<file path="src/hdl/dtq_pkg.sv">
package dtq_pkg;

    // Field widths fixed by the request and result formats.
    localparam int REQ_W      = 2;
    localparam int SLOT_W     = 4;
    localparam int TIMEOUT_W  = 31;
    localparam int NOW_W      = 40;
    localparam int BUDGET_W   = 32;
    localparam int WAIT_W     = 32;
    localparam int DEADLINE_W = 41;
    localparam int ORDER_W    = 32;

    // Largest wait that can be reported.
    localparam logic [WAIT_W-2:0] WAIT_MAX = '1;

    // Request codes.
    localparam logic [REQ_W-1:0] REQ_ARM    = 2'd0;
    localparam logic [REQ_W-1:0] REQ_DISARM = 2'd1;
    localparam logic [REQ_W-1:0] REQ_TICK   = 2'd2;
    localparam logic [REQ_W-1:0] REQ_QUERY  = 2'd3;

    // Result kinds.
    localparam logic KIND_EXPIRY = 1'b0;
    localparam logic KIND_WAIT   = 1'b1;

    typedef enum logic [2:0] {
        ST_IDLE,
        ST_TSCAN,
        ST_EMIT,
        ST_QSCAN,
        ST_QCALC,
        ST_QOUT
    } dtq_state_t;

    // Commands from the controller to the datapath.
    typedef struct packed {
        logic arm_wr;
        logic disarm_wr;
        logic capture;
        logic scan_start;
        logic scan_run;
        logic q_calc;
        logic load_exp;
        logic load_query;
    } dtq_cmd_t;

    // Status from the datapath to the controller.
    typedef struct packed {
        logic scan_done;
        logic exp_any;
        logic exp_last;
        logic out_free;
    } dtq_status_t;

endpackage

</file>
<file path="src/hdl/dtq_ctrl.sv">
module dtq_ctrl
    import dtq_pkg::*;
(
    input  logic                 clk,
    input  logic                 rst_n,
    input  logic                 in_valid,
    output logic                 in_stall,
    input  logic [REQ_W-1:0]     req_type,
    input  dtq_status_t          status,
    output dtq_cmd_t             cmd
);

    dtq_state_t state_reg;
    dtq_state_t state_next;
    logic       accept;

    assign in_stall = (state_reg != ST_IDLE);
    assign accept   = in_valid && (state_reg == ST_IDLE);

    always_ff @(posedge clk or negedge rst_n)
    begin
        if (!rst_n)
        begin
            state_reg <= ST_IDLE;
        end
        else
        begin
            state_reg <= state_next;
        end
    end

    always_comb
    begin
        state_next = state_reg;
        case (state_reg)
            ST_IDLE:
            begin
                if (accept)
                begin
                    case (req_type)
                        REQ_TICK:  state_next = ST_TSCAN;
                        REQ_QUERY: state_next = ST_QSCAN;
                        default:   state_next = ST_IDLE;
                    endcase
                end
            end
            ST_TSCAN:
            begin
                if (status.scan_done)
                begin
                    state_next = status.exp_any ? ST_EMIT : ST_IDLE;
                end
            end
            ST_EMIT:
            begin
                if (status.out_free)
                begin
                    state_next = status.exp_last ? ST_IDLE : ST_TSCAN;
                end
            end
            ST_QSCAN:
            begin
                if (status.scan_done)
                begin
                    state_next = ST_QCALC;
                end
            end
            ST_QCALC:
            begin
                state_next = ST_QOUT;
            end
            ST_QOUT:
            begin
                if (status.out_free)
                begin
                    state_next = ST_IDLE;
                end
            end
            default:
            begin
                state_next = ST_IDLE;
            end
        endcase
    end

    always_comb
    begin
        cmd = '0;
        case (state_reg)
            ST_IDLE:
            begin
                if (accept)
                begin
                    case (req_type)
                        REQ_ARM:    cmd.arm_wr    = 1'b1;
                        REQ_DISARM: cmd.disarm_wr = 1'b1;
                        REQ_TICK:
                        begin
                            cmd.capture    = 1'b1;
                            cmd.scan_start = 1'b1;
                        end
                        REQ_QUERY:
                        begin
                            cmd.capture    = 1'b1;
                            cmd.scan_start = 1'b1;
                        end
                        default:    cmd = '0;
                    endcase
                end
            end
            ST_TSCAN, ST_QSCAN:
            begin
                cmd.scan_run = 1'b1;
            end
            ST_EMIT:
            begin
                if (status.out_free)
                begin
                    cmd.load_exp   = 1'b1;
                    cmd.scan_start = !status.exp_last;
                end
            end
            ST_QCALC:
            begin
                cmd.q_calc = 1'b1;
            end
            ST_QOUT:
            begin
                cmd.load_query = status.out_free;
            end
            default:
            begin
                cmd = '0;
            end
        endcase
    end

endmodule

</file>
<file path="src/hdl/dtq_datapath.sv">
module dtq_datapath
    import dtq_pkg::*;
#(
    parameter int NUM_SLOTS = 16
)
(
    input  logic                        clk,
    input  logic                        rst_n,
    input  logic [SLOT_W-1:0]           slot,
    input  logic [TIMEOUT_W-1:0]        timeout_ms,
    input  logic [NOW_W-1:0]            now_ms,
    input  logic signed [BUDGET_W-1:0]  budget_ms,
    input  dtq_cmd_t                    cmd,
    output dtq_status_t                 status,
    input  logic                        out_stall,
    output logic                        out_valid,
    output logic                        kind,
    output logic [SLOT_W-1:0]           expired_slot,
    output logic signed [WAIT_W-1:0]    wait_ms,
    output logic                        last
);

    localparam int IW = (NUM_SLOTS > 1) ? $clog2(NUM_SLOTS) : 1;
    localparam int CW = $clog2(NUM_SLOTS + 1);
    localparam int AW = ((IW > SLOT_W) ? IW : SLOT_W) + 1;

    // Deadline and arming order per slot; only used where the slot is armed.
    logic [DEADLINE_W-1:0] deadline_mem [NUM_SLOTS];
    logic [ORDER_W-1:0]    order_mem    [NUM_SLOTS];

    logic [NUM_SLOTS-1:0]  armed_reg, armed_next;
    logic [ORDER_W-1:0]    arm_cnt_reg, arm_cnt_next;

    logic [IW:0]           idx_reg;
    logic                  rd_valid_reg;
    logic [IW-1:0]         rd_idx_reg;
    logic                  rd_armed_reg;
    logic [DEADLINE_W-1:0] rd_deadline_reg;
    logic [ORDER_W-1:0]    rd_order_reg;

    logic                  best_valid_reg;
    logic [IW-1:0]         best_idx_reg;
    logic [DEADLINE_W-1:0] best_deadline_reg;
    logic [ORDER_W-1:0]    best_order_reg;
    logic [CW-1:0]         exp_cnt_reg;

    logic [NOW_W-1:0]      now_reg;
    logic [BUDGET_W-1:0]   budget_reg;
    logic [WAIT_W-2:0]     wait_reg;
    logic                  have_reg;

    logic                  out_valid_reg;
    logic                  kind_reg;
    logic [SLOT_W-1:0]     expired_slot_reg;
    logic [WAIT_W-1:0]     wait_ms_reg;
    logic                  last_reg;

    logic [AW-1:0]         slot_ext;
    logic                  slot_ok;
    logic [IW-1:0]         waddr;
    logic                  issue;
    logic                  rd_hit;
    logic                  rd_first;
    logic                  rd_expired;
    logic [DEADLINE_W-1:0] now_ext;
    logic [DEADLINE_W-1:0] diff;
    logic [WAIT_W-2:0]     wait_calc;
    logic [AW-1:0]         best_ext;
    logic                  use_budget;
    logic [WAIT_W-2:0]     q_wait;
    logic                  q_have;
    logic                  out_load;

    assign slot_ext = AW'(slot);
    assign slot_ok  = slot_ext < AW'(NUM_SLOTS);
    assign waddr    = slot_ext[IW-1:0];
    assign issue    = idx_reg != (IW + 1)'(NUM_SLOTS);
    assign now_ext  = DEADLINE_W'(now_reg);

    assign rd_hit     = rd_valid_reg && rd_armed_reg;
    assign rd_first   = !best_valid_reg
                        || (rd_deadline_reg < best_deadline_reg)
                        || ((rd_deadline_reg == best_deadline_reg)
                            && (rd_order_reg < best_order_reg));
    assign rd_expired = rd_deadline_reg <= now_ext;

    assign arm_cnt_next = arm_cnt_reg + ORDER_W'(1);

    always_comb
    begin
        armed_next = armed_reg;
        if (cmd.arm_wr && slot_ok)
        begin
            armed_next[waddr] = 1'b1;
        end
        if (cmd.disarm_wr && slot_ok)
        begin
            armed_next[waddr] = 1'b0;
        end
        if (cmd.load_exp)
        begin
            armed_next[best_idx_reg] = 1'b0;
        end
    end

    // Memory write on arm, registered read during a scan.
    always_ff @(posedge clk)
    begin
        if (cmd.arm_wr && slot_ok)
        begin
            deadline_mem[waddr] <= DEADLINE_W'(now_ms) + DEADLINE_W'(timeout_ms);
            order_mem[waddr]    <= arm_cnt_next;
        end
        if (cmd.scan_run && issue)
        begin
            rd_deadline_reg <= deadline_mem[idx_reg[IW-1:0]];
            rd_order_reg    <= order_mem[idx_reg[IW-1:0]];
            rd_armed_reg    <= armed_reg[idx_reg[IW-1:0]];
            rd_idx_reg      <= idx_reg[IW-1:0];
        end
    end

    always_ff @(posedge clk or negedge rst_n)
    begin
        if (!rst_n)
        begin
            armed_reg      <= '0;
            arm_cnt_reg    <= '0;
            idx_reg        <= '0;
            rd_valid_reg   <= 1'b0;
            best_valid_reg <= 1'b0;
            exp_cnt_reg    <= '0;
            out_valid_reg  <= 1'b0;
        end
        else
        begin
            armed_reg <= armed_next;
            if (cmd.arm_wr && slot_ok)
            begin
                arm_cnt_reg <= arm_cnt_next;
            end

            if (cmd.scan_start)
            begin
                idx_reg        <= '0;
                rd_valid_reg   <= 1'b0;
                best_valid_reg <= 1'b0;
                exp_cnt_reg    <= '0;
            end
            else if (cmd.scan_run)
            begin
                if (issue)
                begin
                    idx_reg <= idx_reg + (IW + 1)'(1);
                end
                rd_valid_reg <= issue;
                if (rd_hit)
                begin
                    if (rd_first)
                    begin
                        best_valid_reg <= 1'b1;
                    end
                    if (rd_expired)
                    begin
                        exp_cnt_reg <= exp_cnt_reg + CW'(1);
                    end
                end
            end

            if (out_load)
            begin
                out_valid_reg <= 1'b1;
            end
            else if (!out_stall)
            begin
                out_valid_reg <= 1'b0;
            end
        end
    end

    // Running best candidate of the scan, and the time and budget captured with a tick or query.
    always_ff @(posedge clk)
    begin
        if (cmd.scan_run && rd_hit && rd_first)
        begin
            best_idx_reg      <= rd_idx_reg;
            best_deadline_reg <= rd_deadline_reg;
            best_order_reg    <= rd_order_reg;
        end
        if (cmd.capture)
        begin
            now_reg    <= now_ms;
            budget_reg <= budget_ms;
        end
    end

    // Wait to the earliest deadline, floored at zero and saturated.
    assign diff = best_deadline_reg - now_ext;

    always_comb
    begin
        wait_calc = '0;
        if (best_deadline_reg > now_ext)
        begin
            if (diff > DEADLINE_W'(WAIT_MAX))
            begin
                wait_calc = WAIT_MAX;
            end
            else
            begin
                wait_calc = diff[WAIT_W-2:0];
            end
        end
    end

    always_ff @(posedge clk)
    begin
        if (cmd.q_calc)
        begin
            wait_reg <= wait_calc;
            have_reg <= best_valid_reg;
        end
    end

    // A non-negative budget caps the wait, or stands in when nothing is armed.
    assign use_budget = !budget_reg[BUDGET_W-1]
                        && (!have_reg || (budget_reg[BUDGET_W-2:0] < wait_reg));
    assign q_wait     = use_budget ? budget_reg[BUDGET_W-2:0] : wait_reg;
    assign q_have     = use_budget || have_reg;

    assign best_ext = AW'(best_idx_reg);
    assign out_load = cmd.load_exp || cmd.load_query;

    always_ff @(posedge clk)
    begin
        if (cmd.load_exp)
        begin
            kind_reg         <= KIND_EXPIRY;
            expired_slot_reg <= best_ext[SLOT_W-1:0];
            wait_ms_reg      <= '0;
            last_reg         <= (exp_cnt_reg == CW'(1));
        end
        else if (cmd.load_query)
        begin
            kind_reg         <= KIND_WAIT;
            expired_slot_reg <= '0;
            wait_ms_reg      <= q_have ? {1'b0, q_wait} : '1;
            last_reg         <= 1'b1;
        end
    end

    assign status.scan_done = !issue && !rd_valid_reg;
    assign status.exp_any   = exp_cnt_reg != '0;
    assign status.exp_last  = exp_cnt_reg == CW'(1);
    assign status.out_free  = !out_valid_reg || !out_stall;

    assign out_valid    = out_valid_reg;
    assign kind         = kind_reg;
    assign expired_slot = expired_slot_reg;
    assign wait_ms      = wait_ms_reg;
    assign last         = last_reg;

endmodule

</file>
<file path="src/hdl/deadline_timer_queue.sv">
// Deadline timer queue: a table of NUM_SLOTS timer slots with earliest-first expiry.
// The input channel (in_valid, in_stall) carries one request per transfer: arm a slot
// with now_ms + timeout_ms, disarm a slot, tick (expire everything due at now_ms),
// or query the wait until the earliest deadline, optionally capped by budget_ms.
// The output channel (out_valid, out_stall) carries one result per transfer; the last
// result caused by a request has last set.
// Arm and disarm complete in the transfer cycle and produce no result; the block stays
// ready for the next request in the following cycle.
// Tick and query each run a scan over the slot memory, one slot per cycle through its
// single registered read port. A tick that expires k slots rescans after each report
// and is held up by any output stalls; a tick with nothing due gives no result.
// in_stall is high for the whole of that work.
// Results sit in an output register, so once the final result is loaded the block takes
// new requests while that result waits. When the receiver stalls, the result holds
// and a tick with more expiries pauses until the register frees up.
// Reset disarms every slot, clears the arming sequence counter and empties the output.
module deadline_timer_queue
    import dtq_pkg::*;
#(
    parameter int NUM_SLOTS = 16
)
(
    input  logic                        clk,
    input  logic                        rst_n,
    input  logic                        in_valid,
    output logic                        in_stall,
    input  logic [REQ_W-1:0]            req_type,
    input  logic [SLOT_W-1:0]           slot,
    input  logic [TIMEOUT_W-1:0]        timeout_ms,
    input  logic [NOW_W-1:0]            now_ms,
    input  logic signed [BUDGET_W-1:0]  budget_ms,
    output logic                        out_valid,
    input  logic                        out_stall,
    output logic                        kind,
    output logic [SLOT_W-1:0]           expired_slot,
    output logic signed [WAIT_W-1:0]    wait_ms,
    output logic                        last
);

    dtq_cmd_t    cmd;
    dtq_status_t status;

    // The controller sequences scans, reports and the query arithmetic.
    dtq_ctrl u_ctrl (
        .clk      (clk),
        .rst_n    (rst_n),
        .in_valid (in_valid),
        .in_stall (in_stall),
        .req_type (req_type),
        .status   (status),
        .cmd      (cmd)
    );

    // The datapath holds the slot table, the scan comparator and the output register.
    dtq_datapath #(
        .NUM_SLOTS (NUM_SLOTS)
    ) u_datapath (
        .clk          (clk),
        .rst_n        (rst_n),
        .slot         (slot),
        .timeout_ms   (timeout_ms),
        .now_ms       (now_ms),
        .budget_ms    (budget_ms),
        .cmd          (cmd),
        .status       (status),
        .out_stall    (out_stall),
        .out_valid    (out_valid),
        .kind         (kind),
        .expired_slot (expired_slot),
        .wait_ms      (wait_ms),
        .last         (last)
    );

endmodule

</file>
<file path="config.mk">
export PLATFORM = sky130hd
export DESIGN_NAME = deadline_timer_queue
export DESIGN_NICKNAME = d
export VERILOG_FILES = /design/src/hdl/dtq_pkg.sv /design/src/hdl/dtq_ctrl.sv /design/src/hdl/dtq_datapath.sv /design/src/hdl/deadline_timer_queue.sv
export SDC_FILE = /design/constraint.sdc
export NUM_CORES = 2
export LEC_CHECK = 0
export BUFFER_PORTS_ARGS = -buffer_cell sky130_fd_sc_hd__buf_2
export CAP_MARGIN = 15
export CORE_MARGIN = 2
export CORE_UTILIZATION = 54
export CTS_CLUSTER_DIAMETER = 80
export DETAILED_ROUTE_END_ITERATION = 8
export PLACE_DENSITY = 0.73
export SLEW_MARGIN = 20
export SYNTH_ARGS = -nofsm -noshare
export SYNTH_HDL_FRONTEND = slang
export SYNTH_SLANG_ARGS = --single-unit
</file>
<file path="constraint.sdc">
create_clock -name clk -period 8 [get_ports clk]
set_clock_uncertainty 0.1 [all_clocks]
set_input_delay 1.6 -clock clk [delete_from_list [all_inputs] [get_ports clk]]
set_output_delay 1.6 -clock clk [all_outputs]
set_load 0.1 [all_outputs]
</file>
==> summary.md <==
| Metric | Value |
|---|---|
| Status | `complete, no violations` |
| Setup Buffers After CTS | `0` |
| Worst Hold Class | `reg2reg` |
| GRT Total Usage | `0.247` |
| Biggest regs | `u_datapath.deadline_mem (656), u_datapath.order_mem (512)` |
| Global-route wire length before repair | `222 mm` |
| Total CTS buffers | `155` |
| GRT Max-Usage Layer | `met2` |
| Final hold violations | `0` |
| Initial antenna violation count | `0` |
| Final Max Slew Viols | `0` |
| Largest net degree at the start of global routing | `131` |
| Tmin final | `5690 ps` |
| Initial core utilization | `0.545` |
| Count of different cell masters after synthesis | `76` |
| Die width | `350 um` |
| Critical Path AT | `6030 ps` |
| Max reg flops | `656` |
| Highest-delay cell along the critical path | `a31oi_1` |
| CP delay by family, top | `compound AO/OA/AOI/OAI gates` |
| Fin crit share | `0.711` |
| Worst EP required | `8340 ps` |
| Post-CTS sizing | `0` |
| Clock-pin transition on the worst setup and hold timing paths | `60 ps` |
| Post-synth EDFFs | `1,432` |
| Synthesized area | `64,500 um2` |
| Maxcap violations | `0` |
| Worst IR Drop VDD | `244 uV` |
| RSZ-0062 raised after global routing | `false` |
| Critical Path Stages | `14` |
| Maximum clock path buffer count | `3` |
| CP Capture Type | `flop` |
| Synth warn | `0` |
| Power Dens Cells | `308 nW/um2` |
| Hpwl dp | `85.6 mm` |
| Routability cong. | `0.919` |
| F_max | `0.176 GHz` |
| Routed length per instance | `27.3 um` |
| Congestion Overflow GR | `0` |
| Vias in the first global route | `35,000` |
| Row count | `126` |
| Initial drt markers | `3,528` |
| Crit path kind | `in2reg` |
| Top cells by area, synth | `edfxtp_1 67%, mux4_2 13%, ha_1 4.2%, dfrtp_1 2.5%, dfxtp_1 1.0%` |
| Cell Chain, Critical Path | `buf_2, ha_1, inv_1, fa_1, nor2b_1, o31a_1, o31ai_1, a21boi_0, buf_4, a21oi_1, o211ai_1, a31oi_1, nor2_1, xor2_1` |
| Seq/Total Area, Yosys | `0.702` |
| Async SR Flop Fraction | `0.0419` |
| Post-route ant nets | `0` |
| IO buf count | `152` |
| P_leak | `23.9 nW` |
| Cell area after layout | `72,600 um2` |
| Slew @ Worst Pin | `1160 ps` |
| Core area | `118,000 um2` |
| DRC Markers | `0` |
| Final net count | `4,149` |
| Met3 Use GR | `0.0412` |
| CTS sink count | `1,529` |
| Worst R2R Path Depth | `9` |
| Startpoint type of the worst setup path | `input pin` |
| # IOs | `153` |
| Main synth FF type | `edfxtp_1` |
| Share of the synthesized area in the top cell type | `0.667` |
| Post-synthesis register bit count | `1,529` |
| Post-Place Cell Area | `67,500 um2` |
| Clock latency on the worst-skew pair | `780 ps` |
| Critical path buffers and inverters | `3` |
| Slew margin rel. | `0.221` |
| Die Span Y | `350 um` |
| DRT Wirelength | `150 mm` |
| Net Count, Synth | `3,915` |
| Synthesized area per cell | `18.0 um2` |
| Drt via density | `6.28` |
| Worst Hold Depth | `0` |
| Fin Setup TNS | `0 ps` |
| Die area | `122,000 um2` |
| Cells after synthesis | `3,581` |
| Largest Register | `u_datapath.deadline_mem` |
| Fraction of final layout cells sized beyond drive strength 1 | `0.223` |
| Clk root buf | `clkbuf_16` |
| Critical path fanouts, max | `16` |
| Area leader, netlist | `edfxtp_1` |
| Layout area overhead | `12.6%` |
| Met1 Use GR | `0.342` |
| H-tree depth | `4` |
| CTS tree | `done` |
| DR vias | `34,400` |
| Final setup viols | `0` |
| Total iterations of the first detailed-routing run | `5` |
| # hold bufs at CTS | `0` |
| Grt met2 use | `0.410` |
| Max incr delay on CP | `730 ps` |
-- per-stage QoR --
stage	total power, mW	cells	hold slack [ps]	util	setup WS [ps]
5_1_grt	23.2	5480	321	0.614	1980
2_1_floorplan	14.0	3581	300	-	1730
3_5_place_dp	15.5	5194	305	0.571	1560
4_1_cts	22.5	5480	318	0.612	2390
6_report	22.4	5484	317	0.614	2310
3_3_place_gp	15.4	5194	304	0.570	1700
-- cell type report --
cell class	count	area, um2
clock inverter	63	513
sequential	1529	45300
tap	1536	1920
inverter	175	662
antenna	4	10.0
timing repair buffer	209	1370
multi-input combinational	1745	18500
clock buffer	223	4350
fill	8315	45600
-- metal layers --
layer | share of wire | vias up
li1 | - | 14900
met1 | 0.41 | 17900
met2 | 0.50 | 1409
met3 | 0.072 | 215
met4 | 0.020 | 0
met5 | 0 | -
-- worst reg2reg max path: stages (launching register included) --
cell	delay (ps)
edfxtp_1	480
ha_1	360
nand4_1	100
or3_1	420
or3_1	480
or3_1	490
nor3_1	190
o21ai_0	150
o21ai_4	560
buf_4	920
-- worst paths after layout --
path / from / to / slack (ps)
max reg2reg: u_datapath.rd_deadline_reg[36]$_DFFE_PP_ / u_datapath.best_deadline_reg[6]$_DFFE_PP_ / 3310
max in group asynchronous: rst_n / u_datapath.idx_reg[3]$_DFFE_PN0P_ / 6100
min reg2reg: u_datapath.rd_idx_reg[3]$_DFFE_PP_ / u_datapath.best_idx_reg[3]$_DFFE_PP_ / 320
max: timeout_ms[0] / u_datapath.deadline_mem[5][38]$_DFFE_PP_ / 2310
min in group asynchronous: rst_n / u_datapath.arm_cnt_reg[22]$_DFFE_PN0P_ / 560
min: u_datapath.rd_idx_reg[3]$_DFFE_PP_ / u_datapath.best_idx_reg[3]$_DFFE_PP_ / 320
-- synth_stat cells, types with 7 or more instances --
| cell type | instances |
|---|---|
| edfxtp_1 | 1432 |
| mux4_2 | 370 |
| ha_1 | 219 |
| inv_1 | 175 |
| nand2_1 | 157 |
| nor2_1 | 139 |
| a21oi_1 | 122 |
| clkbuf_1 | 105 |
| o21ai_0 | 103 |
| a21o_1 | 69 |
| xnor2_1 | 66 |
| xor2_1 | 65 |
| dfrtp_1 | 64 |
| nand4_1 | 47 |
| o22ai_1 | 35 |
| dfxtp_1 | 33 |
| nand3_1 | 33 |
| nor3_1 | 31 |
| a41oi_1 | 28 |
| buf_1 | 23 |
| nand2b_1 | 22 |
| and3_1 | 21 |
| and2_1 | 18 |
| nor2b_1 | 17 |
| a31oi_1 | 15 |
| nor4_1 | 13 |
| o211ai_1 | 13 |
| o21a_1 | 12 |
| a211oi_1 | 10 |
| a221oi_1 | 9 |
| or3_1 | 9 |
| a211o_1 | 7 |
-- cell families after synthesis --
kind of cell    Yosys count  share of synthesized area
xor+xnor                131                     0.0178
fa+ha+maj               221                     0.0431
simple gates            536                     0.0402
flops                  1529                      0.702
mux                     374                      0.130
buf+inv                 307                     0.0182
compound gates          483                     0.0490
-- power by group --
part           leakage (nW)  switching, mW  total [mW]  internal, mW
Sequential             13.2          0.500        10.1          9.61
Combinational          8.31           3.26        5.28          2.02
Clock                  2.37           2.98        6.97          3.99
Total                  23.9           6.74        22.4          15.6
-- layout by cell type (no fill, tap or decap), types with 53 or more instances in the layout --
cell       netlist  final
edfxtp_1      1432   1432
mux4_2         370    370
ha_1           219    219
inv_1          175    173
clkbuf_16        0    161
nand2_1        157    157
buf_2            1    151
nor2_1         139    125
a21oi_1        122    122
o21ai_0        103    102
a21o_1          69     68
dfrtp_1         64     60
xor2_1          65     53
clkbuf_1       105     53
Power figures use the tool's default switching activity.
